`src/ichc_pkg.sv`:
```
// Shared types, constants and helper functions for the iteration-count HSV colouriser.
// The top level and its hue and channel stages use it; it depends on nothing else.
`default_nettype none

package ichc_pkg;

  // Default width of the iteration count input
  localparam int unsigned DEFAULT_COUNT_WIDTH = 16;

  // Hue repeats every HUE_PERIOD counts; a sector is FRAC_DEN fiftieths wide
  localparam int unsigned HUE_PERIOD = 100;
  localparam int unsigned FRAC_DEN   = 50;
  localparam int unsigned UNIT       = 256;
  localparam int unsigned FULL_SCALE = UNIT * FRAC_DEN;

  // Byte-weighted count sum, quotient by 100, residue
  localparam int unsigned SUM_W     = 17;
  localparam int unsigned Q_W       = 11;
  localparam int unsigned K_W       = 7;
  localparam int unsigned MOD_RECIP = 5243;
  localparam int unsigned MOD_SHIFT = 19;

  // Colour arithmetic widths
  localparam int unsigned SAT_W  = 9;
  localparam int unsigned VS_W   = 17;
  localparam int unsigned NUM_W  = 22;
  localparam int unsigned RAMP_W = 6;
  localparam int unsigned SEC_W  = 3;

  // Numerator to byte: floor(num * 51 / 2^17) then divide by five
  localparam int unsigned BYTE_MUL    = 51;
  localparam int unsigned BYTE_SHIFT  = 17;
  localparam int unsigned Y_W         = 11;
  localparam int unsigned DIV5_RECIP  = 52429;
  localparam int unsigned DIV5_SHIFT  = 18;

  localparam int unsigned PIXEL_W = 24;

  // Configuration register indexes
  typedef enum logic [1:0] {
    CFG_SATURATION  = 2'd0,
    CFG_BRIGHTNESS  = 2'd1,
    CFG_SWAP_ORDER  = 2'd2,
    CFG_BLACK_COLOR = 2'd3
  } cfg_reg_e;

  // Weight of count byte idx modulo the hue period, i.e. (256^idx) mod 100
  function automatic int unsigned byte_weight(input int unsigned idx);
    int unsigned w;
    w = 1;
    for (int unsigned j = 0; j < idx; j++) begin
      w = (w * UNIT) % HUE_PERIOD;
    end
    return w;
  endfunction

  // Saturate a 1/256 fraction register to 1.0
  function automatic logic [SAT_W-1:0] clamp_unit(input logic [SAT_W-1:0] v);
    logic [SAT_W-1:0] r;
    r = (v > SAT_W'(UNIT)) ? SAT_W'(UNIT) : v;
    return r;
  endfunction

endpackage

`default_nettype wire

```
`src/iteration_count_hsv_colorizer.sv`:
```
// Iteration-count HSV colouriser, top level: pipeline control, configuration and packing.
// Depends on ichc_pkg, ichc_hue and ichc_chan.
//
// Takes one escape-iteration count per clock while the output is not stalled and
// returns one packed 24-bit pixel per transaction. The seven-stage pipeline has
// three hue stages (byte fold, reciprocal quotient by 100, residue and sector), the
// ramp multiply, the channel select, and two channel-to-byte stages. Every stage
// carries its own valid bit and loads whenever the stage after it moves or holds a
// bubble, so stalls close gaps without losing data. Bounded points return the black
// colour register unswapped. Configuration writes are always accepted and must only
// be made while the pipeline is empty.
`default_nettype none

module iteration_count_hsv_colorizer
  import ichc_pkg::*;
#(
  parameter int unsigned COUNT_WIDTH = DEFAULT_COUNT_WIDTH
) (
  input  wire logic                                  clk_i,
  input  wire logic                                  rst_ni,
  // Input stream
  input  wire logic                                  s_axis_tvalid,
  output logic                                       s_axis_tready,
  // tdata: iter_count [COUNT_WIDTH-1:0], zero padded to whole bytes
  input  wire logic [((COUNT_WIDTH+7)/8)*8-1:0]      s_axis_tdata,
  // tuser: diverged [0]
  input  wire logic                                  s_axis_tuser,
  // Output stream
  output logic                                       m_axis_tvalid,
  input  wire logic                                  m_axis_tready,
  // tdata: pixel [23:0]
  output logic      [PIXEL_W-1:0]                    m_axis_tdata,
  // Configuration writes
  input  wire logic                                  cfg_valid_i,
  output logic                                       cfg_ready_o,
  input  wire logic [1:0]                            cfg_index_i,
  input  wire logic [PIXEL_W-1:0]                    cfg_data_i
);

  localparam int unsigned Stages = 7;
  localparam int unsigned XW     = VS_W + RAMP_W;

  // Configuration registers and values derived from them
  logic [SAT_W-1:0]   sat_q, bri_q;
  logic               swap_q;
  logic [PIXEL_W-1:0] black_q;
  logic [SAT_W-1:0]   sat_c, bri_c;
  logic [VS_W-1:0]    vs_q;
  logic [NUM_W-1:0]   vm_q, m_q;

  // Pipeline control
  logic [Stages-1:0] vld_q, vld_d, ld;
  logic [Stages-1:0] div_q;

  // Datapath
  logic [SEC_W-1:0]  hue_sector;
  logic [RAMP_W-1:0] hue_ramp;
  logic [SEC_W-1:0]  sec4_q;
  logic [NUM_W-1:0]  x_q;
  logic [XW-1:0]     x_prod;
  logic [NUM_W-1:0]  xm;
  logic [NUM_W-1:0]  r_num_q, g_num_q, b_num_q;
  logic [NUM_W-1:0]  r_num_d, g_num_d, b_num_d;
  logic [7:0]        r_byte, g_byte, b_byte;
  logic [PIXEL_W-1:0] coloured;

  // Take configuration writes
  assign cfg_ready_o = 1'b1;

  always_ff @(posedge clk_i or negedge rst_ni) begin
    if (!rst_ni) begin
      sat_q   <= SAT_W'(UNIT);
      bri_q   <= SAT_W'(UNIT);
      swap_q  <= 1'b0;
      black_q <= '0;
    end else if (cfg_valid_i) begin
      unique case (cfg_reg_e'(cfg_index_i))
        CFG_SATURATION:  sat_q   <= cfg_data_i[SAT_W-1:0];
        CFG_BRIGHTNESS:  bri_q   <= cfg_data_i[SAT_W-1:0];
        CFG_SWAP_ORDER:  swap_q  <= cfg_data_i[0];
        CFG_BLACK_COLOR: black_q <= cfg_data_i;
        default: ;
      endcase
    end
  end

  // Precompute v*s, v*256*50 and m from the registers
  assign sat_c = clamp_unit(sat_q);
  assign bri_c = clamp_unit(bri_q);

  always_ff @(posedge clk_i) begin
    vs_q <= VS_W'(sat_c) * VS_W'(bri_c);
    vm_q <= NUM_W'(bri_c) * NUM_W'(FULL_SCALE);
    m_q  <= vm_q - NUM_W'(vs_q) * NUM_W'(FRAC_DEN);
  end

  // Advance each stage when the next one moves or is empty
  always_comb begin
    ld[Stages-1] = !vld_q[Stages-1] || m_axis_tready;
    for (int i = Stages - 2; i >= 0; i--) begin
      ld[i] = !vld_q[i] || ld[i+1];
    end
  end

  always_comb begin
    vld_d[0] = s_axis_tvalid;
    for (int i = 1; i < Stages; i++) begin
      vld_d[i] = vld_q[i-1];
    end
  end

  always_ff @(posedge clk_i or negedge rst_ni) begin
    if (!rst_ni) begin
      vld_q <= '0;
    end else begin
      for (int i = 0; i < Stages; i++) begin
        if (ld[i]) begin
          vld_q[i] <= vld_d[i];
        end
      end
    end
  end

  assign s_axis_tready = ld[0];
  assign m_axis_tvalid = vld_q[Stages-1];

  // Carry the diverged flag alongside the data
  always_ff @(posedge clk_i) begin
    if (ld[0]) begin
      div_q[0] <= s_axis_tuser;
    end
    for (int i = 1; i < Stages; i++) begin
      if (ld[i]) begin
        div_q[i] <= div_q[i-1];
      end
    end
  end

  // Stages 1 to 3: hue sector and ramp
  ichc_hue #(
    .COUNT_WIDTH(COUNT_WIDTH)
  ) u_hue (
    .clk_i   (clk_i),
    .en_i    (ld[2:0]),
    .count_i (s_axis_tdata[COUNT_WIDTH-1:0]),
    .sector_o(hue_sector),
    .ramp_o  (hue_ramp)
  );

  // Stage 4: x = v*s*ramp
  assign x_prod = XW'(vs_q) * XW'(hue_ramp);

  always_ff @(posedge clk_i) begin
    if (ld[3]) begin
      x_q    <= NUM_W'(x_prod);
      sec4_q <= hue_sector;
    end
  end

  // Stage 5: add m and route to the channels by sector
  assign xm = x_q + m_q;

  always_comb begin
    unique case (sec4_q)
      SEC_W'(0): begin r_num_d = vm_q; g_num_d = xm;   b_num_d = m_q;  end
      SEC_W'(1): begin r_num_d = xm;   g_num_d = vm_q; b_num_d = m_q;  end
      SEC_W'(2): begin r_num_d = m_q;  g_num_d = vm_q; b_num_d = xm;   end
      SEC_W'(3): begin r_num_d = m_q;  g_num_d = xm;   b_num_d = vm_q; end
      SEC_W'(4): begin r_num_d = xm;   g_num_d = m_q;  b_num_d = vm_q; end
      default:   begin r_num_d = vm_q; g_num_d = m_q;  b_num_d = xm;   end
    endcase
  end

  always_ff @(posedge clk_i) begin
    if (ld[4]) begin
      r_num_q <= r_num_d;
      g_num_q <= g_num_d;
      b_num_q <= b_num_d;
    end
  end

  // Stages 6 and 7: numerators to bytes
  ichc_chan u_chan_r (
    .clk_i (clk_i),
    .en_i  (ld[6:5]),
    .num_i (r_num_q),
    .byte_o(r_byte)
  );

  ichc_chan u_chan_g (
    .clk_i (clk_i),
    .en_i  (ld[6:5]),
    .num_i (g_num_q),
    .byte_o(g_byte)
  );

  ichc_chan u_chan_b (
    .clk_i (clk_i),
    .en_i  (ld[6:5]),
    .num_i (b_num_q),
    .byte_o(b_byte)
  );

  // Pack the pixel, or hand out the black colour for bounded points
  assign coloured     = swap_q ? {b_byte, g_byte, r_byte} : {r_byte, g_byte, b_byte};
  assign m_axis_tdata = div_q[Stages-1] ? coloured : black_q;

  // An empty first stage always takes a transaction
  assert property (@(posedge clk_i) disable iff (!rst_ni)
    !vld_q[0] |-> s_axis_tready)
    else $error("input stalled with an empty first stage");

  // A draining output keeps the whole pipeline moving
  assert property (@(posedge clk_i) disable iff (!rst_ni)
    (vld_q[Stages-1] && m_axis_tready) |-> s_axis_tready)
    else $error("input stalled while the output drains");

  // Hue stage yields a legal sector and ramp
  assert property (@(posedge clk_i) disable iff (!rst_ni)
    vld_q[2] |-> (hue_sector <= SEC_W'(5) && hue_ramp <= RAMP_W'(FRAC_DEN)))
    else $error("hue sector or ramp out of range");

  // Channel numerators never exceed v*256*50
  assert property (@(posedge clk_i) disable iff (!rst_ni)
    vld_q[4] |-> (r_num_q <= vm_q && g_num_q <= vm_q && b_num_q <= vm_q))
    else $error("channel numerator above full scale");

endmodule

`default_nettype wire

```
`src/ichc_hue.sv`:
```
// Three-stage hue front end: iteration count to HSV sector and ramp fraction.
// Depends on ichc_pkg; load enables come from the pipeline control in the top level.
`default_nettype none

module ichc_hue
  import ichc_pkg::*;
#(
  parameter int unsigned COUNT_WIDTH = DEFAULT_COUNT_WIDTH
) (
  input  wire logic                   clk_i,
  input  wire logic [2:0]             en_i,
  input  wire logic [COUNT_WIDTH-1:0] count_i,
  output logic      [SEC_W-1:0]       sector_o,
  output logic      [RAMP_W-1:0]      ramp_o
);

  localparam int unsigned NumBytes = (COUNT_WIDTH + 7) / 8;
  localparam int unsigned PadW     = NumBytes * 8;
  localparam int unsigned ProdW    = SUM_W + 13;

  logic [PadW-1:0]   cnt_pad;
  logic [SUM_W-1:0]  sum_d, sum_q;
  logic [SUM_W-1:0]  sum2_q;
  logic [ProdW-1:0]  prod;
  logic [Q_W-1:0]    q_d, q_q;
  logic [SUM_W-1:0]  rem, rem_fix;
  logic [K_W-1:0]    k;
  logic [8:0]        sixths, base, frac;
  logic [SEC_W-1:0]  sector_d, sector_q;
  logic [RAMP_W-1:0] ramp_d, ramp_q;

  // Stage 1: fold the count bytes with their weights modulo 100
  assign cnt_pad = PadW'(count_i);

  always_comb begin
    sum_d = '0;
    for (int unsigned i = 0; i < NumBytes; i++) begin
      sum_d = sum_d + SUM_W'(cnt_pad[8*i +: 8]) * SUM_W'(byte_weight(i));
    end
  end

  always_ff @(posedge clk_i) begin
    if (en_i[0]) begin
      sum_q <= sum_d;
    end
  end

  // Stage 2: quotient by 100 through the reciprocal
  assign prod = ProdW'(sum_q) * ProdW'(MOD_RECIP);
  assign q_d  = Q_W'(prod >> MOD_SHIFT);

  always_ff @(posedge clk_i) begin
    if (en_i[1]) begin
      sum2_q <= sum_q;
      q_q    <= q_d;
    end
  end

  // Stage 3: residue, sector and ramp
  assign rem     = sum2_q - SUM_W'(q_q) * SUM_W'(HUE_PERIOD);
  assign rem_fix = (rem >= SUM_W'(HUE_PERIOD)) ? rem - SUM_W'(HUE_PERIOD) : rem;
  assign k       = K_W'(rem_fix);
  assign sixths  = {2'b00, k} + {1'b0, k, 1'b0};

  always_comb begin
    priority if (k <= K_W'(16)) begin
      sector_d = SEC_W'(0);
    end else if (k <= K_W'(33)) begin
      sector_d = SEC_W'(1);
    end else if (k <= K_W'(49)) begin
      sector_d = SEC_W'(2);
    end else if (k <= K_W'(66)) begin
      sector_d = SEC_W'(3);
    end else if (k <= K_W'(83)) begin
      sector_d = SEC_W'(4);
    end else begin
      sector_d = SEC_W'(5);
    end
  end

  always_comb begin
    base   = 9'(sector_d) * 9'(FRAC_DEN);
    frac   = sixths - base;
    ramp_d = sector_d[0] ? RAMP_W'(FRAC_DEN) - RAMP_W'(frac) : RAMP_W'(frac);
  end

  always_ff @(posedge clk_i) begin
    if (en_i[2]) begin
      sector_q <= sector_d;
      ramp_q   <= ramp_d;
    end
  end

  assign sector_o = sector_q;
  assign ramp_o   = ramp_q;

endmodule

`default_nettype wire

```
`src/ichc_chan.sv`:
```
// Two-stage channel converter: exact floor(255 * num / 3276800) to one byte.
// Depends on ichc_pkg; load enables come from the top level.
`default_nettype none

module ichc_chan
  import ichc_pkg::*;
(
  input  wire logic              clk_i,
  input  wire logic [1:0]        en_i,
  input  wire logic [NUM_W-1:0]  num_i,
  output logic      [7:0]        byte_o
);

  localparam int unsigned P1W = NUM_W + 6;
  localparam int unsigned P2W = Y_W + 16;

  logic [P1W-1:0] p1;
  logic [Y_W-1:0] y_q;
  logic [P2W-1:0] p2;
  logic [8:0]     z;
  logic [7:0]     byte_q;

  // Stage A: scale by 51 and drop 2^17
  assign p1 = P1W'(num_i) * P1W'(BYTE_MUL);

  always_ff @(posedge clk_i) begin
    if (en_i[0]) begin
      y_q <= Y_W'(p1 >> BYTE_SHIFT);
    end
  end

  // Stage B: divide by five and saturate to a byte
  assign p2 = P2W'(y_q) * P2W'(DIV5_RECIP);
  assign z  = 9'(p2 >> DIV5_SHIFT);

  always_ff @(posedge clk_i) begin
    if (en_i[1]) begin
      byte_q <= (z > 9'd255) ? 8'hFF : z[7:0];
    end
  end

  assign byte_o = byte_q;

endmodule

`default_nettype wire

```
`config.mk`:
```
export PLATFORM = sky130hd
export DESIGN_NAME = iteration_count_hsv_colorizer
export DESIGN_NICKNAME = d
export VERILOG_FILES = /design/src/ichc_pkg.sv /design/src/iteration_count_hsv_colorizer.sv /design/src/ichc_hue.sv /design/src/ichc_chan.sv
export SDC_FILE = /design/constraint.sdc
export NUM_CORES = 2
export LEC_CHECK = 0
export BUFFER_PORTS_ARGS = -buffer_cell sky130_fd_sc_hd__buf_2
export CAP_MARGIN = 20
export CORE_MARGIN = 3
export CORE_UTILIZATION = 63
export DETAILED_ROUTE_END_ITERATION = 16
export PLACE_DENSITY = 0.81
export SYNTH_ARGS = -nofsm -noshare
export SYNTH_HDL_FRONTEND = slang
export SYNTH_SLANG_ARGS = --single-unit
```
`constraint.sdc`:
```
create_clock -name clk_i -period 19.8 [get_ports clk_i]
set_input_delay 2.97 -clock clk_i [delete_from_list [all_inputs] [get_ports clk_i]]
set_output_delay 2.97 -clock clk_i [all_outputs]
set_load 0.02 [all_outputs]
```
# == Word level (Yosys, flattened, before mapping) ==
# Index checks and enable logic that the tools add are counted.
# word_totals
regBits,311
out_inout_bits,27
wordCells,117
# classes
add_sub_neg,8
n_mul,14
order_cmp,11
eq_ne,7
muxes,14
n_reduce_logical,26
# ops
operator,count
22-bit case mux with 2 select lines,3
22-bit by 6-bit multiplier with 28-bit output (second input constant),3
11-bit by 16-bit multiplier with 27-bit output (second input constant),3
24-bit 2-to-1 mux,2
17-bit by 13-bit multiplier with 30-bit output (second input constant),1
9-bit by 8-bit greater-than comparator with 1-bit output (second input constant),3
22-bit adder,1
17-bit by 6-bit multiplier with 22-bit output,1
22-bit subtractor,1
17-bit by 5-bit multiplier with 21-bit output (second input constant),1
9-bit greater-than comparator (second input constant),2
9-bit 2-to-1 mux,2
17-bit by 7-bit greater-or-equal comparator with 1-bit output (second input constant),1
9-bit by 9-bit multiplier with 17-bit output,1
17-bit subtractor,1
8-bit by 14-bit adder with 15-bit output,1
11-bit by 5-bit multiplier with 15-bit output (second input constant),1
7-bit by 6-bit less-or-equal comparator with 1-bit output (second input constant),2
7-bit less-or-equal comparator (second input constant),2
9-bit by 5-bit multiplier with 13-bit output (second input constant),1
3-bit 2-to-1 mux,4
2-bit OR reduction,6
8-bit by 3-bit multiplier with 11-bit output (second input constant),1
2-bit AND reduction,4
18 further kinds,32

# == Depth between registers and ports, before layout ==
# depth
depth_word,14
depth_mapped,31

# == Hierarchy ==
# From an unflattened synthesis, not the netlist that was laid out.
# unflattened
cells_unflattened,4093
hier_area_um2,40700.3
# modules_own_cells
mod,instances,cells_per_inst,area_per_inst_um2
iteration_count_hsv_colorizer,1,1714,16902.5
ichc_chan at u_chan_g ...,2,527,5188.7
ichc_hue,1,779,8127.8
ichc_chan at u_chan_b,1,546,5292.6

# == Worst setup path after synthesis ==
# Ideal clock, no wire load.
# synth_timing
path_type,input to output
startpoint,input port m_axis_tready
endpoint,output port s_axis_tready
t_arrival_ps,6274
t_required_ps,16830
slack_ps,10556
stages,4
cell_sequence,nor2b_1 > nand3_1 > nor2_1 > nand4_1
# synth_between
elab_chain_len,7
# synth_lines
item,line,source
start: declaration,iteration_count_hsv_colorizer.sv:30,"input wire logic m_axis_tready,"
1-bit logical OR,iteration_count_hsv_colorizer.sv:99,ld[Stages-1] = !vld_q[Stages-1] || m_axis_tready;
1-bit logical OR (2 in a row),iteration_count_hsv_colorizer.sv:101,ld[i] = !vld_q[i] || ld[i+1];
net ld[4],iteration_count_hsv_colorizer.sv:52,"logic [Stages-1:0] vld_q, vld_d, ld;"
1-bit logical OR (4 in a row),iteration_count_hsv_colorizer.sv:101,
end: declaration,iteration_count_hsv_colorizer.sv:23,"output logic s_axis_tready,"
# The timed path passes the listed nets, and every way through them passes these cells.

# == Final worst setup path ==
# layout_timing
startpoint,register u_hue.q_q[4]
endpoint,"register u_hue.ramp_q[5] (netlist: u_hue.ramp_o[5]), data pin"
# layout_between
elab_chain_len,14
word_cells_on_any_way,20
cone_classes,add/sub: 5; mul: 2; order compare: 6; mux: 7
# layout_lines
item,line,source
start: declaration,ichc_hue.sv:25,"logic [Q_W-1:0] q_d, q_q;"
start signal: assignment,ichc_hue.sv:55,q_q <= q_d;
11-bit by 5-bit multiplier with 15-bit output (*),ichc_hue.sv:60,assign rem = sum2_q - SUM_W'(q_q) * SUM_W'(HUE_PERIOD);
17-bit subtractor (*),ichc_hue.sv:60,
17-bit by 7-bit greater-or-equal comparator with 1-bit output or 7-bit subtractor (tied branches),ichc_hue.sv:61,assign rem_fix = (rem >= SUM_W'(HUE_PERIOD)) ? rem - SUM_W'(HUE_PERIOD) : rem;
7-bit 2-to-1 mux (*),ichc_hue.sv:61,
7-bit less-or-equal comparator,ichc_hue.sv:74,end else if (k <= K_W'(83)) begin
1-bit 2-to-1 mux,ichc_hue.sv:74,
3-bit 2-to-1 mux,ichc_hue.sv:72,end else if (k <= K_W'(66)) begin
3-bit 2-to-1 mux,ichc_hue.sv:70,end else if (k <= K_W'(49)) begin
3-bit 2-to-1 mux,ichc_hue.sv:68,end else if (k <= K_W'(33)) begin
3-bit 2-to-1 mux (*),ichc_hue.sv:66,priority if (k <= K_W'(16)) begin
3-bit by 5-bit multiplier with 5-bit output (*),ichc_hue.sv:82,base = 9'(sector_d) * 9'(FRAC_DEN);
net u_hue.base[1],ichc_hue.sv:28,"logic [8:0] sixths, base, frac;"
6-bit subtractor (*),ichc_hue.sv:83,frac = sixths - base;
6-bit subtractor,ichc_hue.sv:84,ramp_d = sector_d[0] ? RAMP_W'(FRAC_DEN) - RAMP_W'(frac) : RAMP_W'(frac);
6-bit 2-to-1 mux (*),ichc_hue.sv:84,
net u_hue.ramp_d[5],ichc_hue.sv:30,"logic [RAMP_W-1:0] ramp_d, ramp_q;"
end signal: assignment,ichc_hue.sv:90,ramp_q <= ramp_d;
end: declaration,ichc_hue.sv:30,
# Mark *: on every way through the listed nets, which the timed path passes. The rest lies on a longest branch.
# A chain may end at the register's enable or synchronous reset.

==> metrics.md <==
| Metric | Value |
|---|---|
| Status | `finished clean` |
| Chip Width | `255 µm` |
| Drc violations | `0` |
| Min Hold Slack | `0.403 ns` |
| Startpoint Class | `flop` |
| Post-synthesis cell area | `0.0390 mm²` |
| Required @ worst endpoint | `20.10 ns` |
| CTS tree | `done` |
| Pre-Repair DR Iteration Count | `5` |
| Clock Pin Slew Worst Setup and Hold Paths | `0.06 ns` |
| Number of fill cells in the layout | `4,490` |
| Sequential cell area | `0.00843 mm²` |
| Core area | `0.0608 mm²` |
| Ports placed on the boundary | `75` |
| Area of the die | `0.0650 mm²` |
| Tightest Pin Transition | `1.03 ns` |
| Uppermost layer routed | `met4` |
| Via/cell ratio | `5.62` |
| Number of instances in the placed design | `4,664` |
| RSZ-0062 raised after global routing | `no` |
| Flip-flop cell with the highest count after synthesis | `edfxtp_1` |
| Count of buffers from port buffering | `73` |
| WL met3 | `3880 µm` |
| Total of max-cap violations | `0` |
| First-pass GRT wire length | `135,000 µm` |
| Setup TNS after final layout | `0 ns` |
| Die Span Y | `255 µm` |
| Leading cell type in the layout, fill and taps excluded | `inv_1` |
| Met1 routed wirelength after detailed routing | `33,500 µm` |
| Async set or reset register ratio after synthesis | `16.3%` |
| EDFF count, synth | `205` |
| Global-route congestion overflow total | `0` |
| Fin Clk Skew | `0.0185 ns` |
| Clock Sinks | `306` |
| Initial DRC Count | `1,417` |
| Area occupied by multi-input gates | `0.0275 mm²` |
| Sum of met2 wire segment lengths after detailed routing | `39,100 µm` |
| Arrival time reported for the critical path endpoint | `8.58 ns` |
| Register bit count reported by yosys | `306` |
| Yosys synthesis warning count | `0` |
| Overall Global Routing Usage | `25.6%` |
| HPWL reported at the end of detailed placement | `65,800 µm` |
| Clock latency on the worst-skew pair | `0.57 ns` |
| Count of endpoints failing hold in the final timing report | `0` |
| Global placer's final weighted congestion | `0.913` |
| Remaining number of nets flagged by the antenna check after routing | `0` |
| CTS buffer count | `37` |
| Remaining max-slew budget at the tightest pin | `31.0%` |
| Highest-count cells in the layout ignoring fill and taps | `inv_1, ha_1, fa_1, nand2_1, edfxtp_1` |
| Fraction of final layout cells sized beyond drive strength 1 | `5.92%` |
| Average size of a mapped cell | `10.1 µm²` |
| Wire length reported by the detailed router | `79,000 µm` |
| Via count of the first global-routing pass | `28,300` |
| Final worst path period need | `8.28 ns` |
| Cell accounting for the most synthesized area | `ha_1` |
| Cell Count, Final, Fillers Out | `4,736` |
| Clock Tree Root | `clkbuf_16` |
| Final Setup Violations | `0` |
| Fin crit share | `41.8%` |
| Proportion of netlist area held by the largest area contributor | `23.8%` |
| Number of hold-repair buffers added at the cts stage | `0` |
| Type of the worst min-delay path | `reg -> reg` |
| Wire per inst | `16.7 µm` |
| Maximum clock path buffer count | `3` |
| Total number of H-tree levels | `2` |
| Largest stage delay on the critical path | `0.60 ns` |
| Maximum clock frequency | `121 MHz` |
| Main area contributors after synthesis | `ha_1, fa_1, edfxtp_1` |
| Number of cell rows | `90` |
| Number of instances in the synthesized netlist | `3,852` |
| Fin. max-slew vios | `0` |
| Setup Crit Path Kind | `reg -> reg` |
| Vias | `26,600` |
| Register area share after synthesis | `21.6%` |
| Number of nets in the finished design | `5,150` |
| Antenna violations before repair | `3` |
| Top fanout value on the critical path | `7` |
| Kind of capture point of the worst setup path | `flop` |
| Number of distinct library cell variants in the gate-level netlist after synthesis | `79` |
| Mapped Nets | `5,078` |
| Maximum number of pins on one net before global-route repair | `70` |
| Layout area overhead | `6.43%` |
| Effective utilization at floorplan | `64.2%` |
| CTS-repair resized insts | `0` |
| Number of post-CTS setup repair buffers | `0` |
| Max stage delay cell, worst path | `fa_1` |
| Final standard cell utilization of the core | `68.3%` |
critical path: cells and delay by family, from the launching register on:
family,cells,cell delay (ns)
and+or+nand+nor,7,1.49
xor gates and xnor gates,6,1.11
buffers and inverters,1,0.11
adders and majority gates,7,2.80
DFF,1,0.45
AOI/OAI and AO/OA,9,2.07
layout make-up:
class                           count  area share, %
Multi-Input combinational cell   2728           66.3
Antenna cell                        1        0.00602
Inverter                          761           6.87
Timing Repair Buffer               90           1.29
Sequential cell                   306           20.3
Clock buffer                       44           2.39
Clock inverter                     24          0.500
Tap cell                          782           2.35
kinds of logic (layout without fill, tap and decap cells):
group,Yosys count,in the layout,synth area share (%)
fa+ha+maj,1178,1178,46.1
buf+inv,818,919,7.89
simple gates,746,746,9.05
compound gates,538,538,8.91
flops,306,306,21.6
xor+xnor,189,189,4.28
mux,76,76,2.15
other cells,1,2,0.00961
synthesized netlist by cell type, types with 12 or more instances:
| cell type | n |
|---|---|
| a22o_1 | 19 |
| o21a_1 | 26 |
| mux2_2 | 52 |
| fa_1 | 435 |
| inv_1 | 759 |
| nand2b_1 | 42 |
| o21ai_0 | 109 |
| o22ai_1 | 12 |
| o21bai_1 | 28 |
| dfrtp_1 | 48 |
| nor2_1 | 177 |
| xor2_1 | 56 |
| clkbuf_1 | 51 |
| or3_1 | 12 |
| mux2i_1 | 23 |
| nor3_1 | 54 |
| a21oi_1 | 156 |
| and3_1 | 17 |
| nor2b_1 | 47 |
| a22oi_1 | 13 |
| or2_2 | 17 |
| nand3_1 | 37 |
| xnor2_1 | 132 |
| and2_1 | 41 |
| dfxtp_1 | 51 |
| edfxtp_1 | 205 |
| nand2_1 | 253 |
| a31oi_1 | 19 |
| a21o_1 | 43 |
| a211oi_1 | 14 |
| ha_1 | 743 |
| nor3b_1 | 14 |
| nand4_1 | 13 |
registers in the layout (all words and copies together), names as in the netlist, 3 cells and up:
name	flops
vs_q	17
u_hue.sum2_q	15
u_hue.sum_q	15
x_q	22
b_num_q	22
u_hue.ramp_o	6
vm_q	13
r_num_q	22
u_chan_r.byte_o	8
sat_q	9
m_q	21
u_hue.q_q	11
u_chan_r.y_q	11
u_chan_g.byte_o	8
div_q	7
u_chan_b.y_q	11
vld_q	7
black_q	24
u_chan_b.byte_o	8
g_num_q	22
sec4_q	3
u_hue.sector_o	3
u_chan_g.y_q	11
bri_q	9
stage by stage:
| step | setup slack, ns | instance area (µm²) |
|---|---|---|
| after floorplan | 10.56 | 39000 |
| after global placement | 11.64 | 40300 |
| after detailed placement | 11.50 | 40300 |
| after CTS | 11.49 | 41500 |
| after global routing | 10.98 | 41500 |
| final | 11.52 | 41500 |
path summary, 6_finish.rpt:
path                              startpoint               to  slack (ns)  cells after the start
setup / recovery                u_hue.q_q[4]  u_hue.ramp_o[5]       11.52                     30
hold / removal             u_hue.sector_o[2]        sec4_q[2]        0.40                      0
setup reg to reg                u_hue.q_q[4]  u_hue.ramp_o[5]       11.52                     30
hold reg to reg            u_hue.sector_o[2]        sec4_q[2]        0.40                      0
max in group asynchronous             rst_ni      black_q[22]       16.74                      2
min in group asynchronous             rst_ni         vld_q[0]        2.55                      2
per-layer routing:
layer  track usage (%)  up-vias
li1                  -    13000
met1              32.1    12900
met2              45.5      567
met3              3.66      155
met4              8.65        0
met5                 0        -
Power is not shown: default switching activity piles up to over one toggle a cycle in this logic, so the estimate is an artifact.
